$ cat config.mk
export PLATFORM = sky130hd
export DESIGN_NAME = clock_control_peripheral_flat
export DESIGN_NICKNAME = d
export VERILOG_FILES = /design/src/hdl/ccp_pkg.sv /design/src/hdl/ccp_if.sv /design/src/hdl/ccp_in_stage.sv /design/src/hdl/ccp_engine.sv /design/src/hdl/ccp_out_stage.sv /design/src/hdl/clock_control_peripheral.sv /design/src/flat_wrapper.sv
export SDC_FILE = /design/constraint.sdc
export NUM_CORES = 1
export LEC_CHECK = 0
export BUFFER_PORTS_ARGS = -buffer_cell sky130_fd_sc_hd__clkbuf_2
export CAP_MARGIN = 20
export CORE_ASPECT_RATIO = 1.1
export CORE_MARGIN = 3
export CORE_UTILIZATION = 30
export DETAILED_ROUTE_END_ITERATION = 10
export SYNTH_ARGS = -nofsm -noshare
export SYNTH_HDL_FRONTEND = slang
export SYNTH_HIERARCHICAL = 1
export SYNTH_SLANG_ARGS = --single-unit
$ cat constraint.sdc
create_clock -name clk -period 2.45 [get_ports clk]
set_clock_uncertainty 0.15 [all_clocks]
set_input_delay 0.49 -clock clk [delete_from_list [all_inputs] [get_ports clk]]
set_output_delay 0.49 -clock clk [all_outputs]
set_load 0.02 [all_outputs]
$ cat src/hdl/ccp_pkg.sv
`timescale 1ns / 1ps
// ----------------------------------------------------------------------------
// ccp_pkg
// Shared types, codes and constants of the clock control peripheral.
// ----------------------------------------------------------------------------
package ccp_pkg;

    // Field widths
    localparam int ACTION_W   = 4;
    localparam int EV_W       = 6;
    localparam int EV_IDX_W   = 3;
    localparam int SRC_W      = 2;
    localparam int INTERVAL_W = 7;
    localparam int CFG_DATA_W = 7;
    localparam int CFG_IDX_W  = 1;

    // Calibration timer: ticks per interval unit and counter width
    localparam int TICKS_PER_INTERVAL = 8192;
    localparam int INTERVAL_MAX       = (1 << INTERVAL_W) - 1;
    localparam int TIMER_W            = $clog2(INTERVAL_MAX * TICKS_PER_INTERVAL + 1);

    // Request action codes
    localparam logic [ACTION_W-1:0] ACT_TICK       = 4'd0;
    localparam logic [ACTION_W-1:0] ACT_LFSTART    = 4'd1;
    localparam logic [ACTION_W-1:0] ACT_LFSTOP     = 4'd2;
    localparam logic [ACTION_W-1:0] ACT_HFSTART    = 4'd3;
    localparam logic [ACTION_W-1:0] ACT_HFSTOP     = 4'd4;
    localparam logic [ACTION_W-1:0] ACT_CAL        = 4'd5;
    localparam logic [ACTION_W-1:0] ACT_CTSTART    = 4'd6;
    localparam logic [ACTION_W-1:0] ACT_CTSTOP     = 4'd7;
    localparam logic [ACTION_W-1:0] ACT_INTENSET   = 4'd8;
    localparam logic [ACTION_W-1:0] ACT_INTENCLR   = 4'd9;
    localparam logic [ACTION_W-1:0] ACT_EVENTWRITE = 4'd10;

    // Clock state codes
    localparam logic [1:0] CLK_STOPPED  = 2'd0;
    localparam logic [1:0] CLK_STARTING = 2'd1;
    localparam logic [1:0] CLK_STARTED  = 2'd2;
    localparam logic [1:0] CLK_STOPPING = 2'd3;

    // Event and interrupt enable bit positions
    localparam int EV_HFSTARTED = 0;
    localparam int EV_LFSTARTED = 1;
    localparam int EV_DONE      = 2;
    localparam int EV_CTTO      = 3;
    localparam int EV_CTSTARTED = 4;
    localparam int EV_CTSTOPPED = 5;

    // Configuration register indexes
    localparam logic [CFG_IDX_W-1:0] CFG_LF_SOURCE    = 1'd0;
    localparam logic [CFG_IDX_W-1:0] CFG_CAL_INTERVAL = 1'd1;

    typedef struct packed {
        logic [ACTION_W-1:0] action;
        logic [EV_W-1:0]     enable_mask;
        logic [EV_IDX_W-1:0] event_index;
        logic                event_value;
    } req_t;

    typedef struct packed {
        logic             hf_run_requested;
        logic             hf_running;
        logic             lf_run_requested;
        logic             lf_running;
        logic [SRC_W-1:0] lf_status_source;
        logic [EV_W-1:0]  event_flags;
        logic [EV_W-1:0]  event_pulses;
        logic [EV_W-1:0]  enables;
        logic             irq;
        logic             cal_timer_running;
    } rsp_t;

    typedef struct packed {
        logic [CFG_IDX_W-1:0]  index;
        logic [CFG_DATA_W-1:0] data;
        logic                  wr_en;
    } cfg_wr_t;

endpackage

$ cat src/hdl/ccp_if.sv
`timescale 1ns / 1ps
// ----------------------------------------------------------------------------
// ccp_req_if / ccp_rsp_if
// Valid/ready channels carrying requests into and results out of the block.
// ----------------------------------------------------------------------------
interface ccp_req_if
    import ccp_pkg::*;
    ();

    logic                valid;
    logic                ready;
    logic [ACTION_W-1:0] action;
    logic [EV_W-1:0]     enable_mask;
    logic [EV_IDX_W-1:0] event_index;
    logic                event_value;

    modport source (
        output valid, action, enable_mask, event_index, event_value,
        input  ready
    );

    modport sink (
        input  valid, action, enable_mask, event_index, event_value,
        output ready
    );

endinterface

interface ccp_rsp_if
    import ccp_pkg::*;
    ();

    logic             valid;
    logic             ready;
    logic             hf_run_requested;
    logic             hf_running;
    logic             lf_run_requested;
    logic             lf_running;
    logic [SRC_W-1:0] lf_status_source;
    logic [EV_W-1:0]  event_flags;
    logic [EV_W-1:0]  event_pulses;
    logic [EV_W-1:0]  enables;
    logic             irq;
    logic             cal_timer_running;

    modport source (
        output valid, hf_run_requested, hf_running, lf_run_requested, lf_running,
               lf_status_source, event_flags, event_pulses, enables, irq,
               cal_timer_running,
        input  ready
    );

    modport sink (
        input  valid, hf_run_requested, hf_running, lf_run_requested, lf_running,
               lf_status_source, event_flags, event_pulses, enables, irq,
               cal_timer_running,
        output ready
    );

endinterface

$ cat src/hdl/ccp_in_stage.sv
`timescale 1ns / 1ps
// ----------------------------------------------------------------------------
// ccp_in_stage
// Input register: captures one request and holds it until the engine
// consumes it; refills in the same cycle it drains.
// ----------------------------------------------------------------------------
module ccp_in_stage
    import ccp_pkg::*;
(
    input  logic      clk,
    input  logic      rst_n,
    ccp_req_if.sink   req,
    input  logic      advance,
    output logic      item_valid,
    output req_t      item
);

    logic valid_reg;
    logic valid_next;
    req_t item_reg;
    logic take;

    // Accept when empty or draining this cycle
    assign req.ready = !valid_reg || advance;
    assign take      = req.valid && req.ready;

    always_comb
    begin
        valid_next = valid_reg;
        if (take)
        begin
            valid_next = 1'b1;
        end
        else if (advance)
        begin
            valid_next = 1'b0;
        end
    end

    always_ff @(posedge clk or negedge rst_n)
    begin
        if (!rst_n)
        begin
            valid_reg <= 1'b0;
        end
        else
        begin
            valid_reg <= valid_next;
        end
    end

    // Capture the request payload
    always_ff @(posedge clk)
    begin
        if (take)
        begin
            item_reg.action      <= req.action;
            item_reg.enable_mask <= req.enable_mask;
            item_reg.event_index <= req.event_index;
            item_reg.event_value <= req.event_value;
        end
    end

    assign item_valid = valid_reg;
    assign item       = item_reg;

endmodule

$ cat src/hdl/ccp_engine.sv
`timescale 1ns / 1ps
// ----------------------------------------------------------------------------
// ccp_engine
// Configuration registers, HF/LF clock state machines, calibration request,
// calibration timer, event flags and interrupt enables. Updates all state
// once per request, when the request advances, and presents the resulting status.
// ----------------------------------------------------------------------------
module ccp_engine
    import ccp_pkg::*;
(
    input  logic    clk,
    input  logic    rst_n,
    input  cfg_wr_t cfg,
    input  logic    advance,
    input  req_t    item,
    output rsp_t    result
);

    logic [SRC_W-1:0]      lf_source_reg;
    logic [INTERVAL_W-1:0] cal_interval_reg;

    logic [1:0]         hf_state_reg, hf_state_next;
    logic [1:0]         lf_state_reg, lf_state_next;
    logic               cal_pending_reg, cal_pending_next;
    logic               timer_active_reg, timer_active_next;
    logic [TIMER_W-1:0] timer_remaining_reg, timer_remaining_next;
    logic               hf_req_reg, hf_req_next;
    logic               hf_run_reg, hf_run_next;
    logic               lf_req_reg, lf_req_next;
    logic               lf_run_reg, lf_run_next;
    logic [SRC_W-1:0]   src_reg, src_next;
    logic [EV_W-1:0]    flags_reg, flags_next;
    logic [EV_W-1:0]    enables_reg, enables_next;
    logic [EV_W-1:0]    raised;
    logic [TIMER_W-1:0] timer_load;

    // Write configuration registers
    always_ff @(posedge clk or negedge rst_n)
    begin
        if (!rst_n)
        begin
            lf_source_reg    <= '0;
            cal_interval_reg <= '0;
        end
        else if (cfg.wr_en)
        begin
            case (cfg.index)
                CFG_LF_SOURCE:    lf_source_reg    <= cfg.data[SRC_W-1:0];
                CFG_CAL_INTERVAL: cal_interval_reg <= cfg.data[INTERVAL_W-1:0];
                default:          ;
            endcase
        end
    end

    // Timer reload value: interval in ticks
    assign timer_load = TIMER_W'(cal_interval_reg) * TIMER_W'(TICKS_PER_INTERVAL);

    // Compute next state for the current request
    always_comb
    begin
        hf_state_next        = hf_state_reg;
        lf_state_next        = lf_state_reg;
        cal_pending_next     = cal_pending_reg;
        timer_active_next    = timer_active_reg;
        timer_remaining_next = timer_remaining_reg;
        hf_req_next          = hf_req_reg;
        hf_run_next          = hf_run_reg;
        lf_req_next          = lf_req_reg;
        lf_run_next          = lf_run_reg;
        src_next             = src_reg;
        flags_next           = flags_reg;
        enables_next         = enables_reg;
        raised               = '0;

        case (item.action)
            ACT_TICK:
            begin
                // Complete pending HF transition
                if (hf_state_reg == CLK_STARTING)
                begin
                    hf_state_next        = CLK_STARTED;
                    hf_run_next          = 1'b1;
                    raised[EV_HFSTARTED] = 1'b1;
                end
                else if (hf_state_reg == CLK_STOPPING)
                begin
                    hf_state_next = CLK_STOPPED;
                    hf_run_next   = 1'b0;
                end
                // Complete pending LF transition
                if (lf_state_reg == CLK_STARTING)
                begin
                    lf_state_next        = CLK_STARTED;
                    lf_run_next          = 1'b1;
                    raised[EV_LFSTARTED] = 1'b1;
                end
                else if (lf_state_reg == CLK_STOPPING)
                begin
                    lf_state_next = CLK_STOPPED;
                    lf_run_next   = 1'b0;
                end
                // Finish calibration
                if (cal_pending_reg)
                begin
                    cal_pending_next = 1'b0;
                    raised[EV_DONE]  = 1'b1;
                end
                // Count down the calibration timer
                if (timer_active_reg)
                begin
                    if (timer_remaining_reg <= TIMER_W'(1))
                    begin
                        timer_active_next    = 1'b0;
                        timer_remaining_next = '0;
                        raised[EV_CTTO]      = 1'b1;
                    end
                    else
                    begin
                        timer_remaining_next = timer_remaining_reg - TIMER_W'(1);
                    end
                end
            end
            ACT_LFSTART:
            begin
                src_next      = lf_source_reg;
                lf_req_next   = 1'b1;
                lf_state_next = CLK_STARTING;
            end
            ACT_LFSTOP:
            begin
                if (lf_state_reg inside {CLK_STARTED, CLK_STARTING})
                begin
                    lf_req_next   = 1'b0;
                    lf_state_next = CLK_STOPPING;
                end
            end
            ACT_HFSTART:
            begin
                if (hf_state_reg inside {CLK_STOPPED, CLK_STOPPING})
                begin
                    hf_req_next   = 1'b1;
                    hf_state_next = CLK_STARTING;
                end
            end
            ACT_HFSTOP:
            begin
                if (hf_state_reg inside {CLK_STARTED, CLK_STARTING})
                begin
                    hf_req_next   = 1'b0;
                    hf_state_next = CLK_STOPPING;
                end
            end
            ACT_CAL:
            begin
                cal_pending_next = 1'b1;
            end
            ACT_CTSTART:
            begin
                if (!timer_active_reg)
                begin
                    timer_active_next    = 1'b1;
                    timer_remaining_next = timer_load;
                end
                raised[EV_CTSTARTED] = 1'b1;
            end
            ACT_CTSTOP:
            begin
                timer_active_next    = 1'b0;
                timer_remaining_next = '0;
                raised[EV_CTSTOPPED] = 1'b1;
            end
            ACT_INTENSET:
            begin
                enables_next = enables_reg | item.enable_mask;
            end
            ACT_INTENCLR:
            begin
                enables_next = enables_reg & ~item.enable_mask;
            end
            ACT_EVENTWRITE:
            begin
                // Drop writes to indexes past the last flag
                if (item.event_index < EV_IDX_W'(EV_W))
                begin
                    flags_next[item.event_index] = item.event_value;
                end
            end
            default:
            begin
            end
        endcase

        flags_next = flags_next | raised;
    end

    // Advance state when the request moves to the result register
    always_ff @(posedge clk or negedge rst_n)
    begin
        if (!rst_n)
        begin
            hf_state_reg        <= CLK_STOPPED;
            lf_state_reg        <= CLK_STOPPED;
            cal_pending_reg     <= 1'b0;
            timer_active_reg    <= 1'b0;
            timer_remaining_reg <= '0;
            hf_req_reg          <= 1'b0;
            hf_run_reg          <= 1'b0;
            lf_req_reg          <= 1'b0;
            lf_run_reg          <= 1'b0;
            src_reg             <= '0;
            flags_reg           <= '0;
            enables_reg         <= '0;
        end
        else if (advance)
        begin
            hf_state_reg        <= hf_state_next;
            lf_state_reg        <= lf_state_next;
            cal_pending_reg     <= cal_pending_next;
            timer_active_reg    <= timer_active_next;
            timer_remaining_reg <= timer_remaining_next;
            hf_req_reg          <= hf_req_next;
            hf_run_reg          <= hf_run_next;
            lf_req_reg          <= lf_req_next;
            lf_run_reg          <= lf_run_next;
            src_reg             <= src_next;
            flags_reg           <= flags_next;
            enables_reg         <= enables_next;
        end
    end

    // Assemble the result from the updated state
    always_comb
    begin
        result.hf_run_requested  = hf_req_next;
        result.hf_running        = hf_run_next;
        result.lf_run_requested  = lf_req_next;
        result.lf_running        = lf_run_next;
        result.lf_status_source  = src_next;
        result.event_flags       = flags_next;
        result.event_pulses      = raised;
        result.enables           = enables_next;
        result.irq               = |(flags_next & enables_next);
        result.cal_timer_running = timer_active_next;
    end

endmodule

$ cat src/hdl/ccp_out_stage.sv
`timescale 1ns / 1ps
// ----------------------------------------------------------------------------
// ccp_out_stage
// Result register: holds one result until the consumer takes it and
// reloads in the same cycle it is taken.
// ----------------------------------------------------------------------------
module ccp_out_stage
    import ccp_pkg::*;
(
    input  logic      clk,
    input  logic      rst_n,
    input  logic      advance,
    input  rsp_t      result,
    output logic      can_take,
    ccp_rsp_if.source rsp
);

    logic valid_reg;
    logic valid_next;
    rsp_t rsp_reg;

    // Room when empty or being drained
    assign can_take = !valid_reg || rsp.ready;

    always_comb
    begin
        valid_next = valid_reg;
        if (advance)
        begin
            valid_next = 1'b1;
        end
        else if (rsp.ready)
        begin
            valid_next = 1'b0;
        end
    end

    always_ff @(posedge clk or negedge rst_n)
    begin
        if (!rst_n)
        begin
            valid_reg <= 1'b0;
        end
        else
        begin
            valid_reg <= valid_next;
        end
    end

    // Load the result payload
    always_ff @(posedge clk)
    begin
        if (advance)
        begin
            rsp_reg <= result;
        end
    end

    assign rsp.valid             = valid_reg;
    assign rsp.hf_run_requested  = rsp_reg.hf_run_requested;
    assign rsp.hf_running        = rsp_reg.hf_running;
    assign rsp.lf_run_requested  = rsp_reg.lf_run_requested;
    assign rsp.lf_running        = rsp_reg.lf_running;
    assign rsp.lf_status_source  = rsp_reg.lf_status_source;
    assign rsp.event_flags       = rsp_reg.event_flags;
    assign rsp.event_pulses      = rsp_reg.event_pulses;
    assign rsp.enables           = rsp_reg.enables;
    assign rsp.irq               = rsp_reg.irq;
    assign rsp.cal_timer_running = rsp_reg.cal_timer_running;

endmodule

$ cat src/hdl/clock_control_peripheral.sv
`timescale 1ns / 1ps
// Requests move from the input register to the result register when it has
// room. Throughput: one request per cycle while it has room; the state
// update is a single pass of logic between the input register and the
// result register. Reset: rst_n clears both clocks to stopped, the timer,
// flags, enables, status and configuration registers; the user must not
// present a request during reset, which the block does not enforce.
// ----------------------------------------------------------------------------
// clock_control_peripheral
// HF/LF clock control with calibration, calibration timer, event flags and
// a level interrupt, driven by requests (ticks and commands) and by register writes.
// ----------------------------------------------------------------------------
module clock_control_peripheral
    import ccp_pkg::*;
(
    input  logic                  clk,
    input  logic                  rst_n,
    input  logic                  cfg_wr_en,
    input  logic [CFG_IDX_W-1:0]  cfg_index,
    input  logic [CFG_DATA_W-1:0] cfg_data,
    ccp_req_if.sink               req,
    ccp_rsp_if.source             rsp
);

    logic    item_valid;
    req_t    item;
    rsp_t    result;
    logic    can_take;
    logic    advance;
    cfg_wr_t cfg;

    // Move a request forward when the result register has room
    assign advance = item_valid && can_take;

    assign cfg.wr_en = cfg_wr_en;
    assign cfg.index = cfg_index;
    assign cfg.data  = cfg_data;

    ccp_in_stage u_in_stage (
        .clk        (clk),
        .rst_n      (rst_n),
        .req        (req),
        .advance    (advance),
        .item_valid (item_valid),
        .item       (item)
    );

    ccp_engine u_engine (
        .clk     (clk),
        .rst_n   (rst_n),
        .cfg     (cfg),
        .advance (advance),
        .item    (item),
        .result  (result)
    );

    ccp_out_stage u_out_stage (
        .clk      (clk),
        .rst_n    (rst_n),
        .advance  (advance),
        .result   (result),
        .can_take (can_take),
        .rsp      (rsp)
    );

`ifndef SYNTHESIS
    // A request moved forward shows up as a valid result next cycle
    assert property (@(posedge clk) disable iff (!rst_n) advance |=> rsp.valid)
        else $error("result missing after request advanced");

    // Interrupt level matches enabled flags
    assert property (@(posedge clk) disable iff (!rst_n)
        rsp.valid |-> (rsp.irq == (|(rsp.event_flags & rsp.enables))))
        else $error("irq does not match enabled flags");

    // Raised events are always reflected in the flags
    assert property (@(posedge clk) disable iff (!rst_n)
        rsp.valid |-> ((rsp.event_pulses & ~rsp.event_flags) == '0))
        else $error("event pulse without flag");

    // A timeout leaves the timer stopped
    assert property (@(posedge clk) disable iff (!rst_n)
        (rsp.valid && rsp.event_pulses[EV_CTTO]) |-> !rsp.cal_timer_running)
        else $error("timer still running after timeout");
`endif

endmodule
$ cat src/flat_wrapper.sv
// flat-port wrapper written by rule: the top's interface ports become plain ports
module clock_control_peripheral_flat import ccp_pkg::*;
  (clk, rst_n, cfg_wr_en, cfg_index, cfg_data, req_valid, req_action, req_enable_mask, req_event_index, req_event_value, req_ready, rsp_valid, rsp_hf_run_requested, rsp_hf_running, rsp_lf_run_requested, rsp_lf_running, rsp_lf_status_source, rsp_event_flags, rsp_event_pulses, rsp_enables, rsp_irq, rsp_cal_timer_running, rsp_ready);
  ccp_req_if req_i ();
  ccp_rsp_if rsp_i ();
  input  logic clk;
  input  logic rst_n;
  input  logic cfg_wr_en;
  input  logic [CFG_IDX_W-1:0] cfg_index;
  input  logic [CFG_DATA_W-1:0] cfg_data;
  input wire logic [$bits(req_i.valid)-1:0] req_valid;
  input wire logic [$bits(req_i.action)-1:0] req_action;
  input wire logic [$bits(req_i.enable_mask)-1:0] req_enable_mask;
  input wire logic [$bits(req_i.event_index)-1:0] req_event_index;
  input wire logic [$bits(req_i.event_value)-1:0] req_event_value;
  output wire logic [$bits(req_i.ready)-1:0] req_ready;
  output wire logic [$bits(rsp_i.valid)-1:0] rsp_valid;
  output wire logic [$bits(rsp_i.hf_run_requested)-1:0] rsp_hf_run_requested;
  output wire logic [$bits(rsp_i.hf_running)-1:0] rsp_hf_running;
  output wire logic [$bits(rsp_i.lf_run_requested)-1:0] rsp_lf_run_requested;
  output wire logic [$bits(rsp_i.lf_running)-1:0] rsp_lf_running;
  output wire logic [$bits(rsp_i.lf_status_source)-1:0] rsp_lf_status_source;
  output wire logic [$bits(rsp_i.event_flags)-1:0] rsp_event_flags;
  output wire logic [$bits(rsp_i.event_pulses)-1:0] rsp_event_pulses;
  output wire logic [$bits(rsp_i.enables)-1:0] rsp_enables;
  output wire logic [$bits(rsp_i.irq)-1:0] rsp_irq;
  output wire logic [$bits(rsp_i.cal_timer_running)-1:0] rsp_cal_timer_running;
  input wire logic [$bits(rsp_i.ready)-1:0] rsp_ready;
  assign req_i.valid = req_valid;
  assign req_i.action = req_action;
  assign req_i.enable_mask = req_enable_mask;
  assign req_i.event_index = req_event_index;
  assign req_i.event_value = req_event_value;
  assign req_ready = req_i.ready;
  assign rsp_valid = rsp_i.valid;
  assign rsp_hf_run_requested = rsp_i.hf_run_requested;
  assign rsp_hf_running = rsp_i.hf_running;
  assign rsp_lf_run_requested = rsp_i.lf_run_requested;
  assign rsp_lf_running = rsp_i.lf_running;
  assign rsp_lf_status_source = rsp_i.lf_status_source;
  assign rsp_event_flags = rsp_i.event_flags;
  assign rsp_event_pulses = rsp_i.event_pulses;
  assign rsp_enables = rsp_i.enables;
  assign rsp_irq = rsp_i.irq;
  assign rsp_cal_timer_running = rsp_i.cal_timer_running;
  assign rsp_i.ready = rsp_ready;
  clock_control_peripheral u_core (.clk(clk), .rst_n(rst_n), .cfg_wr_en(cfg_wr_en), .cfg_index(cfg_index), .cfg_data(cfg_data), .req(req_i), .rsp(rsp_i));
endmodule
# After elaboration in Yosys (flattened, before gate mapping)

Cells that the tools add are included.

Add/subtract/negate cells: 1
Magnitude comparators: 4
Eq/ne operators: 23
Multiplexer cells: 47
Bitwise logic cells: 6
Reduce and logical (&&, ||, !) cells: 25

Operators by type and width:

| operator              | count |
|---|---|
| $mux 20               | 3 |
| $pmux 20 s3           | 1 |
| $mux 1                | 23 |
| $le 20x1->1 const B   | 1 |
| $sub 20x1->20 const B | 1 |
| $eq 4x3->1 const B    | 4 |
| $mux 2                | 8 |
| $and 6x6->6           | 2 |
| $eq 4x4->1 const B    | 3 |
| $mux 6                | 2 |
| $or 6x6->6            | 2 |
| $pmux 2 s3            | 2 |
| $pmux 6 s2            | 1 |
| $reduce_bool 2->1     | 6 |
| $ne 2x2->1 const B    | 5 |
| $reduce_bool 3->1     | 3 |
| $eq 2x2->1 const B    | 4 |
| $eq 4x2->1 const B    | 2 |
| $reduce_and 4->1      | 2 |
| $bwmux 6              | 1 |
| $ne 3x3->1 const B    | 2 |
| $not 6->6             | 1 |
| $pmux 1 s2            | 3 |
| $reduce_and 2->1      | 3 |
| 16 further kinds      | 21 |

Flip-flop bits (word level): 95
Input port bits: 27
Logic and storage cells: 136

# Longest topological paths before layout

Gate-level depths: netlist (run 1).

Depth after elaboration: 10
Gate-level depth with buffers: 8
Gate-level depth less buffers: 7

# Cells and area by module

The synthesis (run 1) kept the hierarchy.

Modules (own cells, without submodules):

| module                   | times used | cells an instance | area each (sq um) | seq. area each (sq um) |
|---|---|---|---|---|
| ccp_engine               | 1          | 331               | 3189.3            | 1326.3 |
| ccp_out_stage            | 1          | 29                | 828.3             | 805.8 |
| ccp_in_stage             | 1          | 18                | 474.2             | 445.4 |
| clock_control_peripheral | 1          | 1                 | 6.3               | 0.0 |

# Worst setup path after synthesis (run 1)

No wires, ideal clock.

Path type: input -> register
From: input rsp_ready
To: register u_core.u_engine.timer_remaining_reg[0]
Arrival: 2.583 ns
Required time: 2.235 ns
Path slack: -0.349 ns
Stages: 7
Cell sequence: nand2b_4 > and2_1 > nand2_1 > or2_2 > clkbuf_1 > nor2_2 > mux2_2

Longest elaborated chain between the ends: 3

RTL lines:

| element                    | RTL line                       | text |
|---|---|---|
| start: declaration         | flat_wrapper.sv:28             | `input wire logic [$bits(rsp_i.ready)-1:0] rsp_ready;` |
| $logic_or 1x1->1           | ccp_out_stage.sv:23            | `assign can_take = !valid_reg \|\| rsp.ready;` |
| $logic_and 1x1->1          | clock_control_peripheral.sv:33 | `assign advance = item_valid && can_take;` |
| net u_core.advance         | clock_control_peripheral.sv:29 | `logic advance;` |
| $reduce_and 4->1 (no line) | -                              |  |
| end signal: assignment     | ccp_engine.sv:220              | `timer_remaining_reg <= timer_remaining_next;` |
| end: declaration           | ccp_engine.sv:26               | `logic [TIMER_W-1:0] timer_remaining_reg, timer_remaining_next;` |

The timed path passes the listed nets, and every way through them passes these cells.
A chain may end at the register's enable or synchronous reset.

# Final worst setup path (run 1)

From: register u_core.u_engine.timer_remaining_reg[15]
To: register u_core.u_engine.timer_remaining_reg[12]

Longest elaborated chain between the ends: 4

RTL lines:

| element     | RTL line          | text |
|---|---|---|
| $le 20x1->1 | ccp_engine.sv:111 | `if (timer_remaining_reg <= TIMER_W'(1))` |
| $mux 20     | ccp_engine.sv:111 |  |
| $mux 20     | ccp_engine.sv:109 | `if (timer_active_reg)` |
| $pmux 20 s3 | ccp_engine.sv:75  | `case (item.action)` |

No other way between the ends. The select of a mux whose other input is x is not followed.

==> results of run 1 <==
-- stage by stage --
step                      area (µm²)  hold slack, ns
after detailed placement        5130           0.341
after global routing            5410           0.152
after global placement          5130           0.323
after floorplan                 4500          0.0444
after CTS                       5410           0.153
final                           5410           0.167
-- where the power goes --
part           switching (mW)  total [mW]  internal, mW
Sequential              0.233        2.34          2.11
Combinational           0.753        1.38         0.623
Clock                   0.598        1.32         0.718
Total                    1.58        5.03          3.45
-- worst max path at each step --
stage,from,to,cells after the start
CTS,u_core/u_engine/timer_remaining_reg[15],u_core/u_engine/timer_remaining_reg[5],6
floorplan,rsp_ready,u_core/u_engine/timer_remaining_reg[0],7
finish,u_core/u_engine/timer_remaining_reg[15],u_core/u_engine/timer_remaining_reg[12],6
detailed placement,u_core/u_engine/timer_remaining_reg[15],u_core/u_engine/timer_remaining_reg[19],6
global placement,u_core/u_engine/timer_remaining_reg[15],u_core/u_engine/timer_remaining_reg[17],6
global route,u_core/u_in_stage/item[11],u_core/u_engine/timer_remaining_reg[7],7
-- area by class of cell --
cell class / instances / area, µm² / area share
sequential: 95 / 2580 / 0.476
multi-input combinational: 252 / 1770 / 0.328
timing repair buffer: 79 / 498 / 0.0920
clock buffer: 11 / 243 / 0.0448
clock inverter: 5 / 32.5 / 0.00601
inverter: 13 / 48.8 / 0.00902
tap: 192 / 240 / 0.0444
-- critical path, stage by stage (launching register included) --
cell                      delay (ns)
sky130_fd_sc_hd__dfrtp_1        0.38
sky130_fd_sc_hd__or3_4          0.42
sky130_fd_sc_hd__or4_4          0.51
sky130_fd_sc_hd__o21ai_4        0.28
sky130_fd_sc_hd__buf_12         0.19
sky130_fd_sc_hd__o21ai_1        0.08
sky130_fd_sc_hd__a22o_1         0.24
-- logic make-up after synthesis --
logic type	Yosys count	synth area share
simple gates	129	0.159
flops	95	0.573
compound gates	74	0.111
mux	42	0.103
buf+inv	32	0.0345
fa+ha+maj	6	0.0167
xor+xnor	1	0.00195
-- per-layer routing --
layer / global-route usage / vias up / share of wire
met2: 0.197 / 80 / 0.49
li1: - / 1554 / -
met1: 0.161 / 1572 / 0.43
met4: 0.0554 / 0 / 0.026
met3: 0.0375 / 19 / 0.059
met5: 0 / - / 0
-- synth_stat cells, drive strengths merged, types with 6 or more instances --
master / number / area (µm²)
buf: 10 / 72.6
a21oi: 11 / 55.1
a22o: 13 / 114
clkbuf: 9 / 33.8
and2: 7 / 46.3
o21ai: 26 / 141
nand2b: 6 / 55.1
edfxtp: 40 / 1200
mux2i: 6 / 60.1
dfrtp: 55 / 1380
or3: 6 / 42.5
nor3: 17 / 85.1
nand3: 13 / 65.1
nand2: 23 / 86.3
ha: 6 / 75.1
mux2: 36 / 405
nand4: 6 / 37.5
o31ai: 6 / 45.0
inv: 12 / 45.0
nor2: 27 / 104
-- what timing repair did --
| action | 4_1_cts | 5_1_grt |
|---|---|---|
| endpoints found under the hold margin | 18 | 0 |
| setup endpoints to repair | 0 | 4 |
| hold buffers | 1 | 0 |
| setup buffers | 0 | 0 |
==> results.tsv, run 1 <==
stage	metric	value	unit
floorplan	Die Span Y	134	µm
timing	pin slew with the least headroom to its limit	0.550	ns
setup_path	R2R cell count	6	
logic_synthesis	number of synthesized flops with an enable pin	40	
logic_synthesis	post-synthesis cell count	379	
global_routing	first-pass GRT wire length	16200	µm
setup_path	kind of start point of the critical path	flip-flop	
timing	final critical delay including setup and external delays	2.36	ns
layout	Antenna Cells	0	
floorplan	core region area	0.0146	mm²
routing	DRT Wirelength	9870	µm
cts	buffers from clock root to sink, at most	2	
logic_synthesis	synthesized flop and latch total	95	
logic_synthesis	unique cell type count in the Yosys netlist	58	
layout	layout cells sized above 1	0.316	
routing	violation count after the first detailed-route iteration	207	
layout	most frequent standard cell in the layout excluding fill and tap cells	sky130_fd_sc_hd__dfrtp_1	
floorplan	Initial Utilization	0.309	
layout	number of standard cells in the layout, taps in and fillers out	647	
worst_hold_path	type of the tightest min-delay check	in -> reg	
cts	Resized cells post-CTS	0	
placed_design	placed insts	630	
cts	later-pin clock latency in the skew report	0.35	ns
global_routing	GRT Overall Usage	0.126	
worst_hold_path	worst min-delay path endpoint	u_core/u_in_stage/item[2]	
floorplan	DIE AREA	0.0165	mm²
setup_path	CP Class	reg -> reg	
layout	commonest cells after routing, fill and taps aside	sky130_fd_sc_hd__dfrtp_1 (55), sky130_fd_sc_hd__clkbuf_2 (54), sky130_fd_sc_hd__edfxtp_1 (40), sky130_fd_sc_hd__mux2_2 (36), sky130_fd_sc_hd__nor2_1 (26)	
layout	Filler Cells Inserted	1428	
layout	max reg flops	20	
timing	final number of max-transition violations	0	
routing	total iterations of the first detailed-routing run	4	
logic_synthesis	syn nets	412	
timing	Final Cycle Share	0.962	
timing	min setup slack post-route	0.0928	ns
layout	final core utilization	0.372	
cts	TritonCTS clock tree	built	
placed_design	setup slack after placement	0.0850	ns
floorplan	die span in x	123	µm
power_and_ir_drop	power per cell area	930	mW/mm²
routing	residual antenna-violating net count after detailed routing	0	
flow_run	number of maximum-capacitance violations	0	
placed_design	detailed placer's ending HPWL	7180	µm
setup_path	Worst R2R Start	u_core/u_engine/timer_remaining_reg[15]	
logic_synthesis	count of synthesis-stage warnings from yosys	6	
logic_synthesis	cell area after synthesis	0.00450	mm²
routing	detailed-route DRC error count	0	
logic_synthesis	share of synthesized registers carrying an async set or reset	0.579	
power_and_ir_drop	overall power of the completed layout	5.03	mW
logic_synthesis	main flop type after synthesis	sky130_fd_sc_hd__dfrtp_1	
power_and_ir_drop	static leakage power	2.28	nW
routing	wire per inst	15.3	µm
layout	count of nets after finishing	483	
timing	Max Fclk	424	MHz
floorplan	Top Ports	55	
timing	RSZ-0062 raised after global routing	false	
setup_path	largest driver fanout on the critical path	21	
worst_hold_path	beginning of the worst hold path	req_event_index[1]	
timing	Slew Limit Headroom	0.634	
cts	Reg clk slew, reported paths	0.07	ns
worst_hold_path	cell count of the worst hold path	1	
routing	via total after detailed routing	3225	
cts	clk sink count	95	
cts	number of buffers inserted during clock tree synthesis	9	
status	status	finished, final reports clean	
logic_synthesis	share of the yosys chip area belonging to registers	0.573	
global_routing	total grt overflow	0	
cts	clock root buffer	sky130_fd_sc_hd__clkbuf_16	
routing	vias per std cell	4.98	
placed_design	Port Buffer Count	54	
global_routing	number of antenna violations at the first check in global routing	0	
layout	synthesis-to-layout area growth	20.3	%
logic_synthesis	Synth Area per Inst	11.9	µm²
setup_path	Worst EP required	2.54	ns
power_and_ir_drop	largest voltage drop on the vdd net	0.000389	V
setup_path	R2R setup slack	0.09	ns
timing	# setup viols final	0	
global_routing	pin count of the biggest net entering global routing	51	
global_routing	vias in the first global route	3234	
setup_path	endpoint of the worst register-to-register path	u_core/u_engine/timer_remaining_reg[12]	
setup_path	endpoint kind of the worst setup timing path	flip-flop	
floorplan	cell row count	46	
timing	Hold Fails Final Rpt	0	
setup_path	Crit path arrival time	2.45	ns
placed_design	routability cong.	0.840	
cts	deepest level of the CTS H-tree	3	
timing	total negative slack for setup checks	0	ns
(Power assumes the default switching activity.)
==> run 2, diff against run 1 <==
--- a/config.mk
+++ b/config.mk
@@ -11,6 +11,7 @@
 export CORE_MARGIN = 3
 export CORE_UTILIZATION = 30
 export DETAILED_ROUTE_END_ITERATION = 10
+export GPL_TIMING_DRIVEN = 0
 export SYNTH_ARGS = -nofsm -noshare
 export SYNTH_HDL_FRONTEND = slang
 export SYNTH_HIERARCHICAL = 1
==> run 2 against run 1 <==
Sequential cell count unchanged; first-iteration DRC count decreased by 6.8%; register-to-register slack got worse by 0.04 ns; sequential power about the same; sequential share of layout area decreased by 0.66 points; die area unchanged; worst hold slack got worse by 0.075 ns; routed wire length increased by 7.1%; critical path type unchanged; largest cell class unchanged; largest power group unchanged.
==> results.tsv, run 2 (same netlist as run 1, synthesis figures left out) <==
stage	metric	value	unit
timing	final critical delay including setup and external delays	2.40	ns
routing	wire per inst	16.2	µm
power_and_ir_drop	largest voltage drop on the vdd net	0.000379	V
setup_path	kind of start point of the critical path	flip-flop	
floorplan	cell row count	46	
timing	total negative slack for setup checks	0	ns
global_routing	number of antenna violations at the first check in global routing	0	
routing	residual antenna-violating net count after detailed routing	0	
cts	Reg clk slew, reported paths	0.06	ns
layout	layout cells sized above 1	0.337	
layout	final core utilization	0.377	
setup_path	endpoint kind of the worst setup timing path	flip-flop	
floorplan	die span in x	123	µm
cts	deepest level of the CTS H-tree	3	
routing	vias per std cell	5.05	
setup_path	R2R cell count	7	
floorplan	Initial Utilization	0.309	
timing	# setup viols final	0	
cts	later-pin clock latency in the skew report	0.35	ns
setup_path	R2R setup slack	0.05	ns
placed_design	detailed placer's ending HPWL	7080	µm
timing	pin slew with the least headroom to its limit	0.777	ns
routing	via total after detailed routing	3292	
flow_run	number of maximum-capacitance violations	0	
setup_path	Crit path arrival time	2.49	ns
cts	clock root buffer	sky130_fd_sc_hd__clkbuf_16	
timing	Final Cycle Share	0.979	
setup_path	Worst EP required	2.54	ns
power_and_ir_drop	static leakage power	2.29	nW
placed_design	Port Buffer Count	54	
layout	max reg flops	20	
worst_hold_path	type of the tightest min-delay check	in -> async	
layout	area of all placed cells without fillers	0.00549	mm²
placed_design	Cell Area, Placed	0.00502	mm²
power_and_ir_drop	power per cell area	941	mW/mm²
global_routing	vias in the first global route	3250	
layout	Antenna Cells	0	
cts	number of buffers inserted during clock tree synthesis	9	
timing	Max Fclk	417	MHz
cts	clk sink count	95	
floorplan	core region area	0.0146	mm²
global_routing	first-pass GRT wire length	16700	µm
setup_path	CP Class	reg -> reg	
routing	detailed-route DRC error count	0	
floorplan	DIE AREA	0.0165	mm²
layout	count of nets after finishing	488	
status	status	finished, final reports clean	
setup_path	largest driver fanout on the critical path	10	
routing	DRT Wirelength	10600	µm
timing	Slew Limit Headroom	0.482	
layout	commonest cells after routing, fill and taps aside	sky130_fd_sc_hd__clkbuf_2 (58), sky130_fd_sc_hd__dfrtp_1 (54), sky130_fd_sc_hd__edfxtp_1 (40), sky130_fd_sc_hd__mux2_2 (36), sky130_fd_sc_hd__nor2_1 (24)	
timing	Hold Fails Final Rpt	0	
layout	synthesis-to-layout area growth	22.1	%
cts	buffers from clock root to sink, at most	2	
layout	most frequent standard cell in the layout excluding fill and tap cells	sky130_fd_sc_hd__clkbuf_2	
cts	TritonCTS clock tree	built	
global_routing	pin count of the biggest net entering global routing	56	
placed_design	routability cong.	0.838	
routing	violation count after the first detailed-route iteration	193	
cts	quantity of hold-fixing buffers added after cts	0	
routing	total iterations of the first detailed-routing run	4	
timing	final number of max-transition violations	0	
floorplan	Top Ports	55	
floorplan	Die Span Y	134	µm
global_routing	GRT Overall Usage	0.132	
global_routing	total grt overflow	0	
[run 2: cell types whose count changed in the layout (fill, tap and decap cells not counted), moves of 3 or more]
| cell | change |
|---|---|
| sky130_fd_sc_hd__buf_4 | -8 |
| sky130_fd_sc_hd__nor4_1 | -3 |
| sky130_fd_sc_hd__clkbuf_1 | +5 |
| sky130_fd_sc_hd__nor3_2 | +3 |
| sky130_fd_sc_hd__clkbuf_2 | +4 |
| sky130_fd_sc_hd__nor3_1 | -3 |
[run 2: final cells by class]
type,count,area (µm²)
sequential,95,2580
buffer,18,113
clock buffer,14,275
multi-input combinational,253,1850
fill,1420,9070
clock inverter,2,11.3
tap,192,240
timing repair buffer,65,369
inverter,13,52.6
[run 2: timing repair]
item	in CTS	in global routing
buffers inserted	3	7
gates cloned	1	0
endpoints found under the hold margin	0	0
resized for setup	8	20
setup endpoints to repair	41	21
pin swaps	1	2
[run 2: final timing paths]
check	endpoint	startpoint
min in group clk	u_core/u_in_stage/item[4]	req_enable_mask[0]
max	u_core/u_engine/timer_remaining_reg[12]	u_core/u_engine/timer_remaining_reg[16]
max in group asynchronous	u_core/u_engine/timer_remaining_reg[16]	rst_n
max reg2reg	u_core/u_engine/timer_remaining_reg[12]	u_core/u_engine/timer_remaining_reg[16]
min	u_core/u_engine/cal_interval_reg[2]	rst_n
min reg2reg	u_core/u_engine/enables_reg[3]	u_core/u_engine/enables_reg[3]
[run 2: metrics by stage]
stage | cells | total power, mW | hold slack, ns | setup WS, ns
2_1_floorplan | 379 | 3.31 | 0.0444 | 0.0239
3_3_place_gp | 625 | 3.66 | 0.313 | -0.695
3_5_place_dp | 626 | 3.71 | 0.326 | -0.807
4_1_cts | 646 | 5.13 | 0.127 | 0.00704
5_1_grt | 652 | 5.48 | 0.156 | -0.00473
6_report | 652 | 5.17 | 0.0922 | 0.0505
[run 2: critical path, stage by stage (launching register included)]
cell,delay [ns]
sky130_fd_sc_hd__dfrtp_2,0.43
sky130_fd_sc_hd__or3_4,0.41
sky130_fd_sc_hd__or4_4,0.52
sky130_fd_sc_hd__o21ai_4,0.19
sky130_fd_sc_hd__buf_12,0.13
sky130_fd_sc_hd__buf_6,0.13
sky130_fd_sc_hd__o21ai_1,0.08
sky130_fd_sc_hd__a22o_1,0.24
[run 2: routing by layer]
| layer | GRT usage | wire length [µm] |
|---|---|---|
| met2 | 0.212 | 5200 |
| met1 | 0.166 | 4560 |
| met4 | 0.0579 | 265 |
| met5 | 0 | 0 |
| met3 | 0.0325 | 539 |
[run 2: where the power goes]
group          switching [mW]  internal [mW]  leakage, nW
clock                   0.579          0.778        0.142
combinational           0.786          0.658         1.08
sequential              0.255           2.11         1.07
total                    1.62           3.55         2.29
==> run 3, diff against run 2 <==
--- a/config.mk
+++ b/config.mk
@@ -9,7 +9,7 @@
 export CAP_MARGIN = 20
 export CORE_ASPECT_RATIO = 1.1
 export CORE_MARGIN = 3
-export CORE_UTILIZATION = 30
+export CORE_UTILIZATION = 35
 export DETAILED_ROUTE_END_ITERATION = 10
 export GPL_TIMING_DRIVEN = 0
 export SYNTH_ARGS = -nofsm -noshare
==> run 3 against run 2 <==
Cell count decreased by 5.8%; total power about the same; register-to-register slack about the same; core utilization increased by 6.7 points; sequential share of layout area increased by 0.30 points; critical path depth unchanged; via count decreased by 0.46%; die area decreased by 14%; routed wire length increased by 0.44%; critical endpoint is now u_core/u_engine/timer_remaining_reg[9]; largest power group unchanged.
==> results.tsv, run 3 (same netlist as run 1, synthesis figures left out) <==
stage	metric	value	unit
status	status	finished, final reports clean	
power_and_ir_drop	register share of total power	0.457	
setup_path	cell type of the slowest stage on the worst timing path	sky130_fd_sc_hd__or4_4	
routing	residual antenna-violating net count after detailed routing	0	
floorplan	core region area	0.0123	mm²
cts	buffers from clock root to sink, at most	2	
floorplan	Initial Utilization	0.366	
routing	wire per inst	17.3	µm
global_routing	pin count of the biggest net entering global routing	56	
timing	Slew Limit Headroom	0.461	
setup_path	origin of the worst setup path	u_core/u_engine/timer_remaining_reg[16]	
power_and_ir_drop	switch share	0.318	
cts	number of buffers inserted during clock tree synthesis	9	
setup_path	delay contributed by the slowest stage of the critical path	0.52	ns
setup_path	CP Class	reg -> reg	
global_routing	first-pass GRT wire length	17600	µm
layout	most frequent standard cell in the layout excluding fill and tap cells	sky130_fd_sc_hd__clkbuf_2	
placed_design	placed insts	588	
cts	quantity of hold-fixing buffers added after cts	0	
cts	later-pin clock latency in the skew report	0.35	ns
placed_design	Port Buffer Count	54	
power_and_ir_drop	static leakage power	2.30	nW
floorplan	Top Ports	55	
timing	Hold Fails Final Rpt	0	
setup_path	Worst R2R Start	u_core/u_engine/timer_remaining_reg[16]	
routing	DRT Wirelength	10600	µm
timing	final number of max-transition violations	0	
setup_path	Worst EP required	2.54	ns
layout	commonest cells after routing, fill and taps aside	sky130_fd_sc_hd__clkbuf_2 (58), sky130_fd_sc_hd__dfrtp_1 (54), sky130_fd_sc_hd__edfxtp_1 (40), sky130_fd_sc_hd__mux2_2 (36), sky130_fd_sc_hd__nor2_1 (24)	
floorplan	Die Span Y	125	µm
layout	layout cells sized above 1	0.343	
setup_path	kind of start point of the critical path	flip-flop	
routing	detailed-route DRC error count	0	
cts	TritonCTS clock tree	built	
layout	Antenna Cells	0	
cts	clk sink count	95	
timing	Max Fclk	415	MHz
timing	Final Cycle Share	0.983	
setup_path	endpoint kind of the worst setup timing path	flip-flop	
setup_path	Cell Chain, Critical Path	or3_4 -> or4_4 -> o21ai_4 -> buf_12 -> buf_8 -> o21ai_1 -> a22o_1	
floorplan	die span in x	114	µm
power_and_ir_drop	part of the total power dissipated in the clock network	0.273	
layout	max reg flops	20	
global_routing	total grt overflow	0	
setup_path	Crit path arrival time	2.50	ns
layout	Filler Cells Inserted	1166	
global_routing	number of antenna violations at the first check in global routing	0	
worst_hold_path	type of the tightest min-delay check	in -> async	
floorplan	cell row count	42	
power_and_ir_drop	switching power total	1.64	mW
layout	area of all placed cells without fillers	0.00546	mm²
placed_design	detailed placer's ending HPWL	7110	µm
setup_path	largest driver fanout on the critical path	7	
routing	total iterations of the first detailed-routing run	4	
timing	pin slew with the least headroom to its limit	0.809	ns
layout	final core utilization	0.444	
placed_design	routability cong.	0.829	
layout	count of nets after finishing	488	
power_and_ir_drop	largest voltage drop on the vdd net	0.000541	V
cts	Reg clk slew, reported paths	0.07	ns
setup_path	cell type group with the largest total delay on the critical path	simple AND/OR/NAND/NOR gates	
timing	# setup viols final	0	
routing	violation count after the first detailed-route iteration	228	
global_routing	vias in the first global route	3385	
setup_path	WP depth	7	
placed_design	Cell Area, Placed	0.00497	mm²
timing	RSZ-0062 raised after global routing	true	
routing	vias per std cell	5.34	
power_and_ir_drop	design internal power	3.53	mW
flow_run	number of maximum-capacitance violations	0	
setup_path	Buf/Inv on CP	2	
cts	clock root buffer	sky130_fd_sc_hd__clkbuf_16	
timing	final critical delay including setup and external delays	2.41	ns
floorplan	DIE AREA	0.0142	mm²
layout	synthesis-to-layout area growth	21.3	%
cts	deepest level of the CTS H-tree	3	
global_routing	GRT Overall Usage	0.155	
power_and_ir_drop	proportion of power drawn by combinational gates	0.270	
layout	number of standard cells in the layout, taps in and fillers out	614	
routing	via total after detailed routing	3277	
power_and_ir_drop	power per cell area	948	mW/mm²
setup_path	R2R cell count	7	
-- run 3: cell types whose count changed in the layout (fill, tap and decap cells not counted), sizes merged --
cell / before / now
bufinv: 0 / 1
clkinv: 1 / 4
clkbuf: 76 / 71
clkinvlp: 1 / 2
-- run 3: stage by stage --
stage	hold WS, ns	total power [mW]	TNS [ns]	setup WS, ns
floorplan	0.0444	3.31	0	0.0239
global placement	0.314	3.66	-19.19	-0.794
detailed placement	0.336	3.71	-18.17	-0.832
CTS	0.139	5.17	0	0.0160
global route	0.160	5.46	-0.0521	-0.0199
finish	0.104	5.17	0	0.0406
-- run 3: final timing paths --
kind                                                            to  slack [ns]
max                         u_core/u_engine/timer_remaining_reg[9]        0.04
min                                 u_core/u_engine/enables_reg[2]        0.10
max reg2reg                 u_core/u_engine/timer_remaining_reg[9]        0.04
min reg2reg                           u_core/u_engine/flags_reg[3]        0.35
max in group asynchronous  u_core/u_engine/timer_remaining_reg[16]        1.48
min in group clk                         u_core/u_in_stage/item[4]        0.16
-- run 3: area by class of cell --
type                            count  area (µm²)  area share
Clock inverter                      7        72.6      0.0133
Tap cell                          154         193      0.0353
Multi-Input combinational cell    253        1850       0.339
Inverter                           13        50.0     0.00917
Buffer                             18         113      0.0206
Sequential cell                    95        2580       0.473
Clock buffer                        9         225      0.0413
Timing Repair Buffer               65         373      0.0683
-- run 3: per-layer routing --
metal	up-vias	global-route usage	share of wire
met5	-	0	0
met1	1598	0.193	0.42
li1	1567	-	-
met2	94	0.258	0.52
met3	18	0.0316	0.046
met4	0	0.0664	0.019
-- run 3: timing repair --
action / 4_1_cts / 5_1_grt
setup buffers: 2 / 6
gates resized for setup: 11 / 18
setup endpoints to repair: 24 / 18
gates cloned: 1 / 2
hold endpoints to repair: 0 / 0
pin swaps: 1 / 2
-- run 3: power groups by stage --
stage / clock network [mW] / registers (mW) / logic [mW]
finish: 1.41 / 2.36 / 1.40
global route: 1.50 / 2.42 / 1.54
CTS: 1.45 / 2.36 / 1.37
detailed placement: 0 / 2.38 / 1.33
global placement: 0 / 2.35 / 1.31
floorplan: 0 / 2.47 / 0.838
